==> src/rtl/tofilt_pkg.sv <==
// Shared types and constants of the terminal output escape filter.
// No dependencies; imported by every module of the block.
package tofilt_pkg;

    // Default line store depth
    localparam int BUF_SIZE_DEF = 64;

    // Byte codes the filter reacts to
    localparam logic [7:0] CH_ESC   = 8'h1B;
    localparam logic [7:0] CH_LBRK  = 8'h5B;
    localparam logic [7:0] CH_SPACE = 8'h20;
    localparam logic [7:0] CH_DEL   = 8'h7F;
    localparam logic [7:0] CH_TAB   = 8'h09;
    localparam logic [7:0] CH_LF    = 8'h0A;
    localparam logic [7:0] CH_CR    = 8'h0D;

    // Operation codes
    localparam logic OP_WRITE = 1'b0;
    localparam logic OP_FLUSH = 1'b1;

    typedef enum logic [1:0] {
        PH_NORMAL = 2'd0,
        PH_ESC    = 2'd1,
        PH_CSI    = 2'd2
    } t_phase;

    typedef enum logic [1:0] {
        ST_IDLE,
        ST_TAB,
        ST_RD,
        ST_LD
    } t_state;

    typedef struct packed {
        logic       op;
        logic [7:0] char_in;
    } t_in_word;

    typedef struct packed {
        logic [7:0] out_byte;
        logic       chunk_last;
    } t_out_word;

    // Decision for one written byte
    typedef struct packed {
        t_phase next_phase;
        logic   keep;
        logic   is_tab;
        logic   is_eol;
    } t_class;

endpackage

==> src/rtl/tofilt_class.sv <==
// Byte classifier: escape sequence tracking and control byte filtering.
// Depends on tofilt_pkg.
module tofilt_class (
    input  logic [7:0]            i_char,
    input  tofilt_pkg::t_phase    i_phase,
    output tofilt_pkg::t_class    o_class
);
    import tofilt_pkg::*;

    logic is_letter;
    logic is_ctrl;

    // Classify the byte
    always_comb begin
        is_letter = i_char inside {[8'h41:8'h5A], [8'h61:8'h7A]};
        is_ctrl   = ((i_char < CH_SPACE) && (i_char != CH_CR) && (i_char != CH_LF)
                     && (i_char != CH_TAB)) || (i_char == CH_DEL);

        o_class.next_phase = i_phase;
        o_class.keep       = 1'b0;
        o_class.is_tab     = 1'b0;
        o_class.is_eol     = (i_char == CH_CR) || (i_char == CH_LF);

        if (i_char == CH_ESC) begin
            o_class.next_phase = PH_ESC;
        end else begin
            case (i_phase)
                PH_ESC: begin
                    o_class.next_phase = (i_char == CH_LBRK) ? PH_CSI : PH_NORMAL;
                end
                PH_CSI: begin
                    if (is_letter) begin
                        o_class.next_phase = PH_NORMAL;
                    end
                end
                default: begin
                    // normal phase: pass printable, widen tab, drop control
                    o_class.next_phase = PH_NORMAL;
                    o_class.is_tab     = (i_char == CH_TAB);
                    o_class.keep       = !is_ctrl && (i_char != CH_TAB);
                end
            endcase
        end
    end

endmodule

==> src/rtl/terminal_output_escape_filter_core.sv <==
// Terminal output escape filter: top level with line store and read-out sequencer.
// Depends on tofilt_pkg and tofilt_class.
//
// Usage:
//   Input channel (i_in_valid / i_in_word / o_in_stall) carries one word per
//   operation: write one character or flush the pending line. Output channel
//   (o_out_valid / o_out_word / i_out_stall) carries the chunk bytes, the
//   final one marked by chunk_last. i_cfg_we / i_cfg_data set r_link;
//   while it is 0, accepted words change nothing.
//   A TAB is expanded into four writes of a space into the line store port,
//   one per cycle, as room allows. A read-out handles each byte as a memory
//   read, then an output register load, and reads the next byte only once the
//   output slot is free; o_in_stall stays high for the whole read-out
//   and for the TAB sequence, so store reads and writes never overlap.
//   The output register holds its word while i_out_stall is high, and the
//   next memory read waits for the slot; a finished last byte may still wait
//   in the output register while new input words are taken.
//   Synchronous reset clears the link flag, escape phase, fill count and the
//   output valid; the store itself is not cleared since only written entries
//   are ever read.
module terminal_output_escape_filter_core #(
    parameter int BUF_SIZE = tofilt_pkg::BUF_SIZE_DEF
) (
    input  logic                   i_clk,
    input  logic                   i_rst_n,
    input  logic                   i_cfg_we,
    input  logic                   i_cfg_data,
    input  logic                   i_in_valid,
    input  tofilt_pkg::t_in_word   i_in_word,
    output logic                   o_in_stall,
    output logic                   o_out_valid,
    output tofilt_pkg::t_out_word  o_out_word,
    input  logic                   i_out_stall
);
    import tofilt_pkg::*;

    localparam int AW = $clog2(BUF_SIZE);
    localparam int CW = $clog2(BUF_SIZE + 1);
    localparam logic [CW-1:0] FULL_CNT = CW'(BUF_SIZE);
    localparam logic [CW-1:0] HIGH_CNT = CW'(BUF_SIZE - 1);

    // Line store
    logic [7:0]    mem [BUF_SIZE];
    logic [7:0]    r_rd_data;
    logic          mem_we;
    logic          mem_re;
    logic [AW-1:0] mem_waddr;
    logic [7:0]    mem_wdata;

    // Control state
    t_state        r_state,   n_state;
    t_phase        r_phase,   n_phase;
    logic [CW-1:0] r_fill,    n_fill;
    logic [CW-1:0] r_len,     n_len;
    logic [AW-1:0] r_rd_idx,  n_rd_idx;
    logic [1:0]    r_tab_cnt, n_tab_cnt;
    logic          r_link;
    logic          r_out_valid, n_out_valid;
    t_out_word     r_out_word;

    t_class        cls;
    logic          accept;
    logic          room;
    logic          out_load;
    logic          out_last;
    logic [CW-1:0] fill_after;

    tofilt_class u_class (
        .i_char  (i_in_word.char_in),
        .i_phase (r_phase),
        .o_class (cls)
    );

    assign accept      = i_in_valid && !o_in_stall;
    assign o_in_stall  = (r_state != ST_IDLE);
    assign o_out_valid = r_out_valid;
    assign o_out_word  = r_out_word;
    assign room        = (r_fill < FULL_CNT);
    assign out_last    = (CW'(r_rd_idx) == (r_len - CW'(1)));

    // Next state, store access and read-out control
    always_comb begin
        n_state     = r_state;
        n_phase     = r_phase;
        n_fill      = r_fill;
        n_len       = r_len;
        n_rd_idx    = r_rd_idx;
        n_tab_cnt   = r_tab_cnt;
        mem_we      = 1'b0;
        mem_re      = 1'b0;
        mem_waddr   = r_fill[AW-1:0];
        mem_wdata   = i_in_word.char_in;
        out_load    = 1'b0;
        fill_after  = room ? (r_fill + CW'(1)) : r_fill;

        case (r_state)
            ST_IDLE: begin
                if (accept && r_link) begin
                    if (i_in_word.op == OP_FLUSH) begin
                        if (r_fill != '0) begin
                            n_len    = r_fill;
                            n_fill   = '0;
                            n_rd_idx = '0;
                            n_state  = ST_RD;
                        end
                    end else begin
                        n_phase = cls.next_phase;
                        if (cls.is_tab) begin
                            n_tab_cnt = 2'd3;
                            n_state   = ST_TAB;
                        end else if (cls.keep) begin
                            mem_we = room;
                            n_fill = fill_after;
                            // end of line or nearly full store: start read-out
                            if ((fill_after >= HIGH_CNT) || cls.is_eol) begin
                                n_len    = fill_after;
                                n_fill   = '0;
                                n_rd_idx = '0;
                                n_state  = ST_RD;
                            end
                        end
                    end
                end
            end
            ST_TAB: begin
                // append one space a cycle, as room allows
                mem_wdata = CH_SPACE;
                mem_we    = room;
                n_fill    = fill_after;
                n_tab_cnt = r_tab_cnt - 2'd1;
                if (r_tab_cnt == 2'd0) begin
                    n_state = ST_IDLE;
                end
            end
            ST_RD: begin
                // read only once the output slot is free at this edge
                if (!r_out_valid || !i_out_stall) begin
                    mem_re  = 1'b1;
                    n_state = ST_LD;
                end
            end
            ST_LD: begin
                out_load = 1'b1;
                if (out_last) begin
                    n_state = ST_IDLE;
                end else begin
                    n_rd_idx = r_rd_idx + AW'(1);
                    n_state  = ST_RD;
                end
            end
            default: begin
                n_state = ST_IDLE;
            end
        endcase

        // output slot: drop on take, fill on load
        n_out_valid = r_out_valid && i_out_stall;
        if (out_load) begin
            n_out_valid = 1'b1;
        end
    end

    // Store write and registered read
    always_ff @(posedge i_clk) begin
        if (mem_we) begin
            mem[mem_waddr] <= mem_wdata;
        end
        if (mem_re) begin
            r_rd_data <= mem[r_rd_idx];
        end
    end

    // Output payload
    always_ff @(posedge i_clk) begin
        if (out_load) begin
            r_out_word.out_byte   <= r_rd_data;
            r_out_word.chunk_last <= out_last;
        end
    end

    // Control registers
    always_ff @(posedge i_clk) begin
        if (!i_rst_n) begin
            r_state     <= ST_IDLE;
            r_phase     <= PH_NORMAL;
            r_fill      <= '0;
            r_len       <= '0;
            r_rd_idx    <= '0;
            r_tab_cnt   <= '0;
            r_link      <= 1'b0;
            r_out_valid <= 1'b0;
        end else begin
            r_state     <= n_state;
            r_phase     <= n_phase;
            r_fill      <= n_fill;
            r_len       <= n_len;
            r_rd_idx    <= n_rd_idx;
            r_tab_cnt   <= n_tab_cnt;
            r_out_valid <= n_out_valid;
            if (i_cfg_we) begin
                r_link <= i_cfg_data;
            end
        end
    end

endmodule

==> config.mk <==
export PLATFORM = sky130hd
export DESIGN_NAME = terminal_output_escape_filter_core
export DESIGN_NICKNAME = d
export VERILOG_FILES = /design/src/rtl/tofilt_pkg.sv /design/src/rtl/tofilt_class.sv /design/src/rtl/terminal_output_escape_filter_core.sv
export SDC_FILE = /design/constraint.sdc
export NUM_CORES = 1
export LEC_CHECK = 0
export ABC_AREA = 1
export BUFFER_PORTS_ARGS = -buffer_cell sky130_fd_sc_hd__buf_2
export CAP_MARGIN = 25
export CELL_PAD_IN_SITES_DETAIL_PLACEMENT = 1
export CELL_PAD_IN_SITES_GLOBAL_PLACEMENT = 2
export CORE_AREA = 2 2 204 287
export CTS_CLUSTER_SIZE = 28
export DETAILED_ROUTE_END_ITERATION = 6
export DIE_AREA = 0 0 206 289
export PLACE_DENSITY_LB_ADDON = 0.25
export SLEW_MARGIN = 20
export SYNTH_ARGS = -nofsm -noshare
export SYNTH_HDL_FRONTEND = slang
export SYNTH_SLANG_ARGS = --single-unit
==> constraint.sdc <==
create_clock -name i_clk -period 5.85 [get_ports i_clk]
set_clock_uncertainty 0.05 [all_clocks]
set_input_delay 1.17 -clock i_clk [delete_from_list [all_inputs] [get_ports i_clk]]
set_output_delay 1.17 -clock i_clk [all_outputs]
set_load 0.03 [all_outputs]
==> results of run 1 <==
## through the flow
step	area, sq um	cells
final	25300	2653
after floorplan	22600	1867
after global placement	23500	2553
after CTS	25300	2653
after global routing	25300	2653
after detailed placement	23600	2554
## flip-flops by register name, indices dropped and copies added, names as in the netlist
name	count
mem	512
o_out_valid	1
o_out_word	9
r_fill	7
r_len	7
r_link	1
r_phase	2
r_rd_data	8
r_rd_idx	6
r_state	2
r_tab_cnt	2
## worst max-delay path, delay by kind of cell
kind | cells | cell delay (ns)
AOI/OAI and AO/OA | 1 | 0.74
buffers and inverters | 2 | 0.23
and+or+nand+nor | 7 | 2.03
## cell families (layout without fill, tap and decap cells)
kind of cell    after synthesis  after routing  synth area share, %
flops                       557            557                 72.7
fa+ha+maj                     7              7                0.387
simple gates                678            678                 12.2
buf+inv                     165            209                 2.90
compound gates              451            451                 11.5
xor+xnor                      9              9                0.348
## worst min path at each step
stage	start	to	slack, ns
2_1_floorplan	r_rd_data[0]	o_out_word[1]	0.35
3_3_place_gp	r_rd_data[5]	o_out_word[6]	0.41
3_5_place_dp	r_rd_data[3]	o_out_word[4]	0.41
4_1_cts	r_rd_data[5]	o_out_word[6]	0.42
5_1_grt	r_rd_data[3]	o_out_word[4]	0.43
6_report	r_rd_data[4]	o_out_word[5]	0.42
## routing by layer
metal / GRT usage [%] / up-vias / routed length (um)
li1: - / 6868 / -
met1: 29.9 / 7693 / 28700
met2: 43.7 / 433 / 37400
met3: 3.15 / 141 / 3380
met4: 10.2 / 0 / 3000
met5: 0 / - / 0
## cell usage after synthesis
library cell and instances:
clkbuf_1 84, nand2_1 159, buf_1 3, inv_1 45, nor2_2 1, nor3_1 4
xor2_1 6, o22ai_1 78, a221oi_1 1, a21oi_1 29, nand4_1 36, dfxtp_1 28
nor2_1 386, xnor2_1 3, ha_1 7, o221ai_1 34, nand2_2 1, edfxtp_1 529
nand3_1 90, nor4_1 1, buf_4 1, o211ai_1 31, o31ai_4 1, buf_2 26
o21ai_0 271, a211oi_1 6, inv_2 2, clkinv_1 4
## power by group through the flow
stage / clock network, mW / logic (mW) / registers (mW)
finish: 3.44 / 0.192 / 4.37
CTS: 3.49 / 0.196 / 4.37
detailed placement: 0 / 0.196 / 4.46
global route: 3.62 / 0.207 / 4.37
floorplan: 0 / 0.0783 / 4.46
global placement: 0 / 0.195 / 4.46
## cell type report
class | instances | area [sq um]
timing repair buffer | 59 | 400
inverter | 51 | 196
tap | 742 | 928
multi-input combinational | 1145 | 5580
fill | 5976 | 31700
clock inverter | 35 | 300
clock buffer | 64 | 1430
sequential | 557 | 16500
==> impl_metrics.json, run 1 <==
{
  "cp_cell_sequence": "buf_2, inv_1, nand2_1, nor2_1, nand2_1, nand2_1, nand2_1, o31ai_4, nand4_1, nor2_1",
  "synth_seq_cells": 557,
  "post-route-min-period_ns": 4.01,
  "portBuffers": 25,
  "synth_top_area_share_pct": 70.2,
  "peakVddDrop_mv": 0.187,
  "max_freq_mhz": 249,
  "finalSetupViolations": 0,
  "grt_max_degree": 189,
  "timing.critical_path.mode_cell": "nand2_1",
  "criticalPathCategory": "primary input to flop",
  "cts_buffers": 53,
  "tns_ns": 0,
  "synth.distinct_cells": 28,
  "ctsResizeCount": 0,
  "switchingPower_mw": 1.64,
  "final_common_cell": "edfxtp_1",
  "cts_htree_levels": 2,
  "synth_top_area_cell": "edfxtp_1",
  "diodes": 0,
  "nets": 1889,
  "r2r-end": "mem[7][4]",
  "syn_avg_cell_area_sq_um": 12.1,
  "path_max_fanout": 8,
  "critPathCapture": "mem[7][4]",
  "synth_area_leaders": "edfxtp_1 70%, nor2_1 6.4%, o21ai_0 6.0%",
  "fin_util_pct": 44.4,
  "ctsHoldBuffers": 0,
  "relSlewSlack_pct": 25.1,
  "drt-pass1-iter-count": 5,
  "die_w_um": 206,
  "outcome": "finished clean",
  "vias": 15100,
  "worstSetupEndpointType": "flop",
  "hpwl_mm": 46.2,
  "grt-ovfl-total": 0,
  "clk_pin_slew_ns": 0.06,
  "mostFrequentLayoutCells": "529 x edfxtp_1, 378 x nor2_1, 271 x o21ai_0",
  "fin_ws_ns": 1.84,
  "clockPowerShare_pct": 43.0,
  "p_int_mw": 6.35,
  "cts_root_buf": "clkbuf_16",
  "die_h_um": 289,
  "clockBufferDepth": 3,
  "die_area_sq_um": 59500,
  "grt_util_all_layers_pct": 24.5,
  "slew_violations": 0,
  "p_comb_share_pct": 2.4,
  "r2r_slack_ns": 2.19,
  "synth.cell_area_sq_um": 22600,
  "synth_fp_nets": 1889,
  "antenna_left": 0,
  "cap_violations": 0,
  "hp-class": "flop to flop",
  "hold_violations": 0,
  "netlist_instances": 1867,
  "leakagePower_nw": 8.17,
  "drt_iter0_drc": 1492,
  "first_global_vias": 15800,
  "grt_antenna_before_repair": 0,
  "r2r_cells": 8,
  "ioPinCount": 26,
  "critPathLaunch": "i_in_word[6]",
  "seqPwrFrac_pct": 54.6,
  "seq_area_frac_synth_pct": 72.7,
  "drt_wl_total_mm": 72.5,
  "core_area_sq_um": 57000,
  "clkLatencyLatePin_ns": 0.59,
  "via_per_inst": 5.70,
  "cp.required_ns": 6.01,
  "tightest_slew_ns": 1.12,
  "p_sw_share_pct": 20.5,
  "ys_warn_count": 0,
  "wire_per_inst_um": 27.3,
  "rows": 104,
  "worstSetupStartpointType": "primary input",
  "clock-sinks": 557,
  "min_period_over_period_pct": 68.6,
  "area_delta_synth_final_pct": 11.8,
  "drc": 0,
  "power_density_nw_per_um2": 316,
  "pre_cts_ws_ns": 1.25,
  "critPathArrivalTime_ns": 4.17,
  "grt_pass1_wl_mm": 105,
  "gp_congestion": 0.865,
  "hold_depth": 0,
  "total_power_mw": 8.00,
  "tritoncts": "built",
  "slowest_delay_ns": 0.77,
  "whs_ns": 0.424,
  "reg2reg_from": "r_phase[0]",
  "post_cts_buffers": 0,
  "drive_gt1_share_pct": 8.42,
  "rsz0062_at_grt": "no",
  "initial_core_util_pct": 39.7,
  "crit_path_top_delay_cell": "nor2_1"
}
Note: power is estimated with default switching activity, not from simulation.
==> inputs of run 2 (changes only) <==
==> constraint.sdc (replaced) <==
create_clock -name i_clk -period 4 [get_ports i_clk]
set_clock_uncertainty 0.05 [all_clocks]
set_input_delay 0.8 -clock i_clk [delete_from_list [all_inputs] [get_ports i_clk]]
set_output_delay 0.8 -clock i_clk [all_outputs]
set_load 0.03 [all_outputs]
==> run 2 against run 1 <==
Effect of this change:
- setup slack worse by 0.70 ns
- global-route usage rose by 0.15 points
- wire length about the same
- worst hold slack got worse by 0.10 ns
- combinational power is 51% higher
- flip-flop and latch count stayed put
- largest cell class unchanged
- register-to-register slack worse by 1.0 ns
- first-iteration DRC count down 11%
==> impl_metrics.json, run 2 (same netlist as run 1, synthesis figures left out) <==
{
  "initial_core_util_pct": 39.7,
  "via_per_inst": 5.67,
  "p_sw_share_pct": 20.9,
  "pre_cts_ws_ns": 0.912,
  "ioPinCount": 26,
  "path_max_fanout": 14,
  "post_cts_buffers": 0,
  "grt_util_all_layers_pct": 24.7,
  "reg2reg_from": "r_fill[3]",
  "cap_violations": 0,
  "drt_wl_total_mm": 72.4,
  "grt_pass1_wl_mm": 106,
  "portBuffers": 25,
  "rsz0062_at_grt": "no",
  "peakVddDrop_mv": 0.292,
  "clk_pin_slew_ns": 0.07,
  "drc": 0,
  "ctsHoldBuffers": 0,
  "min_from": "i_cfg_we",
  "regMostFlops": "mem",
  "vias": 15500,
  "drive_gt1_share_pct": 11.9,
  "first_global_vias": 16200,
  "outcome": "finished clean",
  "cts_htree_levels": 2,
  "grt_max_degree": 165,
  "total_power_mw": 11.6,
  "area_delta_synth_final_pct": 14.8,
  "cts_root_buf": "clkbuf_16",
  "p_int_mw": 9.18,
  "die_area_sq_um": 59500,
  "die_w_um": 206,
  "hpwl_mm": 46.2,
  "switchingPower_mw": 2.43,
  "seqPwrFrac_pct": 55.0,
  "max_freq_mhz": 350,
  "grt_antenna_before_repair": 2,
  "final_common_cell": "edfxtp_1",
  "die_h_um": 289,
  "fin_ws_ns": 1.14,
  "hold_depth": 2,
  "r2r_slack_ns": 1.14,
  "antenna_left": 0,
  "tightest_slew_ns": 1.09,
  "tritoncts": "built",
  "critPathArrivalTime_ns": 3.32,
  "clock-sinks": 557,
  "power_density_nw_per_um2": 447,
  "diodes": 0,
  "clockBufferDepth": 3,
  "leakagePower_nw": 8.61,
  "wire_per_inst_um": 26.5,
  "r2r-end": "r_rd_idx[0]",
  "worstSetupEndpointType": "flop",
  "finalSetupViolations": 0,
  "relSlewSlack_pct": 27.3,
  "largest_reg_flops": 512,
  "cp.required_ns": 4.46,
  "clockPowerShare_pct": 42.5,
  "p_comb_share_pct": 2.5,
  "cts_buffers": 54,
  "gp_congestion": 0.816,
  "fin_cells": 2734,
  "tns_ns": 0,
  "r2r_cells": 10,
  "mostFrequentLayoutCells": "529 x edfxtp_1, 378 x nor2_1, 271 x o21ai_0",
  "fillers": 5981,
  "nets": 1973,
  "post-route-min-period_ns": 2.86,
  "clkLatencyLatePin_ns": 0.61,
  "hold_violations": 0,
  "dp_cells": 2637,
  "slew_violations": 0,
  "drt-pass1-iter-count": 5,
  "min_period_over_period_pct": 71.5,
  "hp-class": "primary input to flop",
  "ctsResizeCount": 0,
  "grt-ovfl-total": 0,
  "worstSetupStartpointType": "flop",
  "drt_iter0_drc": 1334,
  "holdPathEnd": "r_link",
  "core_area_sq_um": 57000,
  "criticalPathCategory": "flop to flop",
  "rows": 104
}
==> run 2: changes by cell type in the layout (fill, tap and decap cells not counted), moves of 3 or more <==
cell       before  now
buf_12          1   11
buf_4          32  106
bufinv_16       5    2
clkinv_1       14   17
clkinv_2       16   11
==> run 2: per-stage QoR <==
stage | cell area, sq um | util, % | hold slack (ns)
finish | 26000 | 45.6 | 0.319
global route | 26000 | 45.6 | 0.312
CTS | 26000 | 45.6 | 0.285
detailed placement | 24300 | 42.6 | 0.356
global placement | 24300 | 42.6 | 0.359
floorplan | 22600 | - | 0.350
==> run 2: how the worst max path moves through the flow <==
stage                 startpoint          end  slack, ns  cells past startpoint
CTS                    r_fill[3]  r_rd_idx[0]       1.13                     10
global placement    i_in_word[6]   mem[31][4]       0.89                     13
global route           r_fill[0]  r_rd_idx[0]       0.90                     12
finish                 r_fill[3]  r_rd_idx[0]       1.14                     10
detailed placement  i_in_word[6]   mem[31][6]       0.91                     13
floorplan           i_in_word[1]    mem[0][1]       1.07                      2
==> run 2: worst max-delay path, cell delays in order (launching register included) <==
cell and delay [ns]:
dfxtp_1 0.72, inv_1 0.32, nor2_1 0.16, nand2_1 0.06, nand2_1 0.13, nand3_1 0.11, nand2_1 0.13, nand3_1 0.45
nand2_2 0.31, nand3_1 0.10, a21oi_1 0.22
==> run 2: per-layer routing <==
metal / wire, um / track usage (%)
met1: 28900 / 30.3
met5: 36 / 0
met4: 2860 / 10.3
met3: 3310 / 3.23
met2: 37400 / 43.6
==> run 2: power by group through the flow <==
stage / clock [mW] / combinational, mW / sequential [mW]
2_1_floorplan: 0 / 0.115 / 6.52
3_3_place_gp: 0 / 0.293 / 6.52
3_5_place_dp: 0 / 0.295 / 6.52
4_1_cts: 5.02 / 0.295 / 6.39
5_1_grt: 5.19 / 0.311 / 6.39
6_report: 4.93 / 0.290 / 6.39
==> run 2: cell type report <==
cell class | instances | area, sq um | share of cell area (%)
Multi-Input combinational cell | 1145 | 5580 | 21.5
Clock buffer | 66 | 1480 | 5.70
Clock inverter | 31 | 203 | 0.780
Timing Repair Buffer | 142 | 1140 | 4.39
Inverter | 51 | 196 | 0.756
Sequential cell | 557 | 16500 | 63.3
Tap cell | 742 | 928 | 3.57
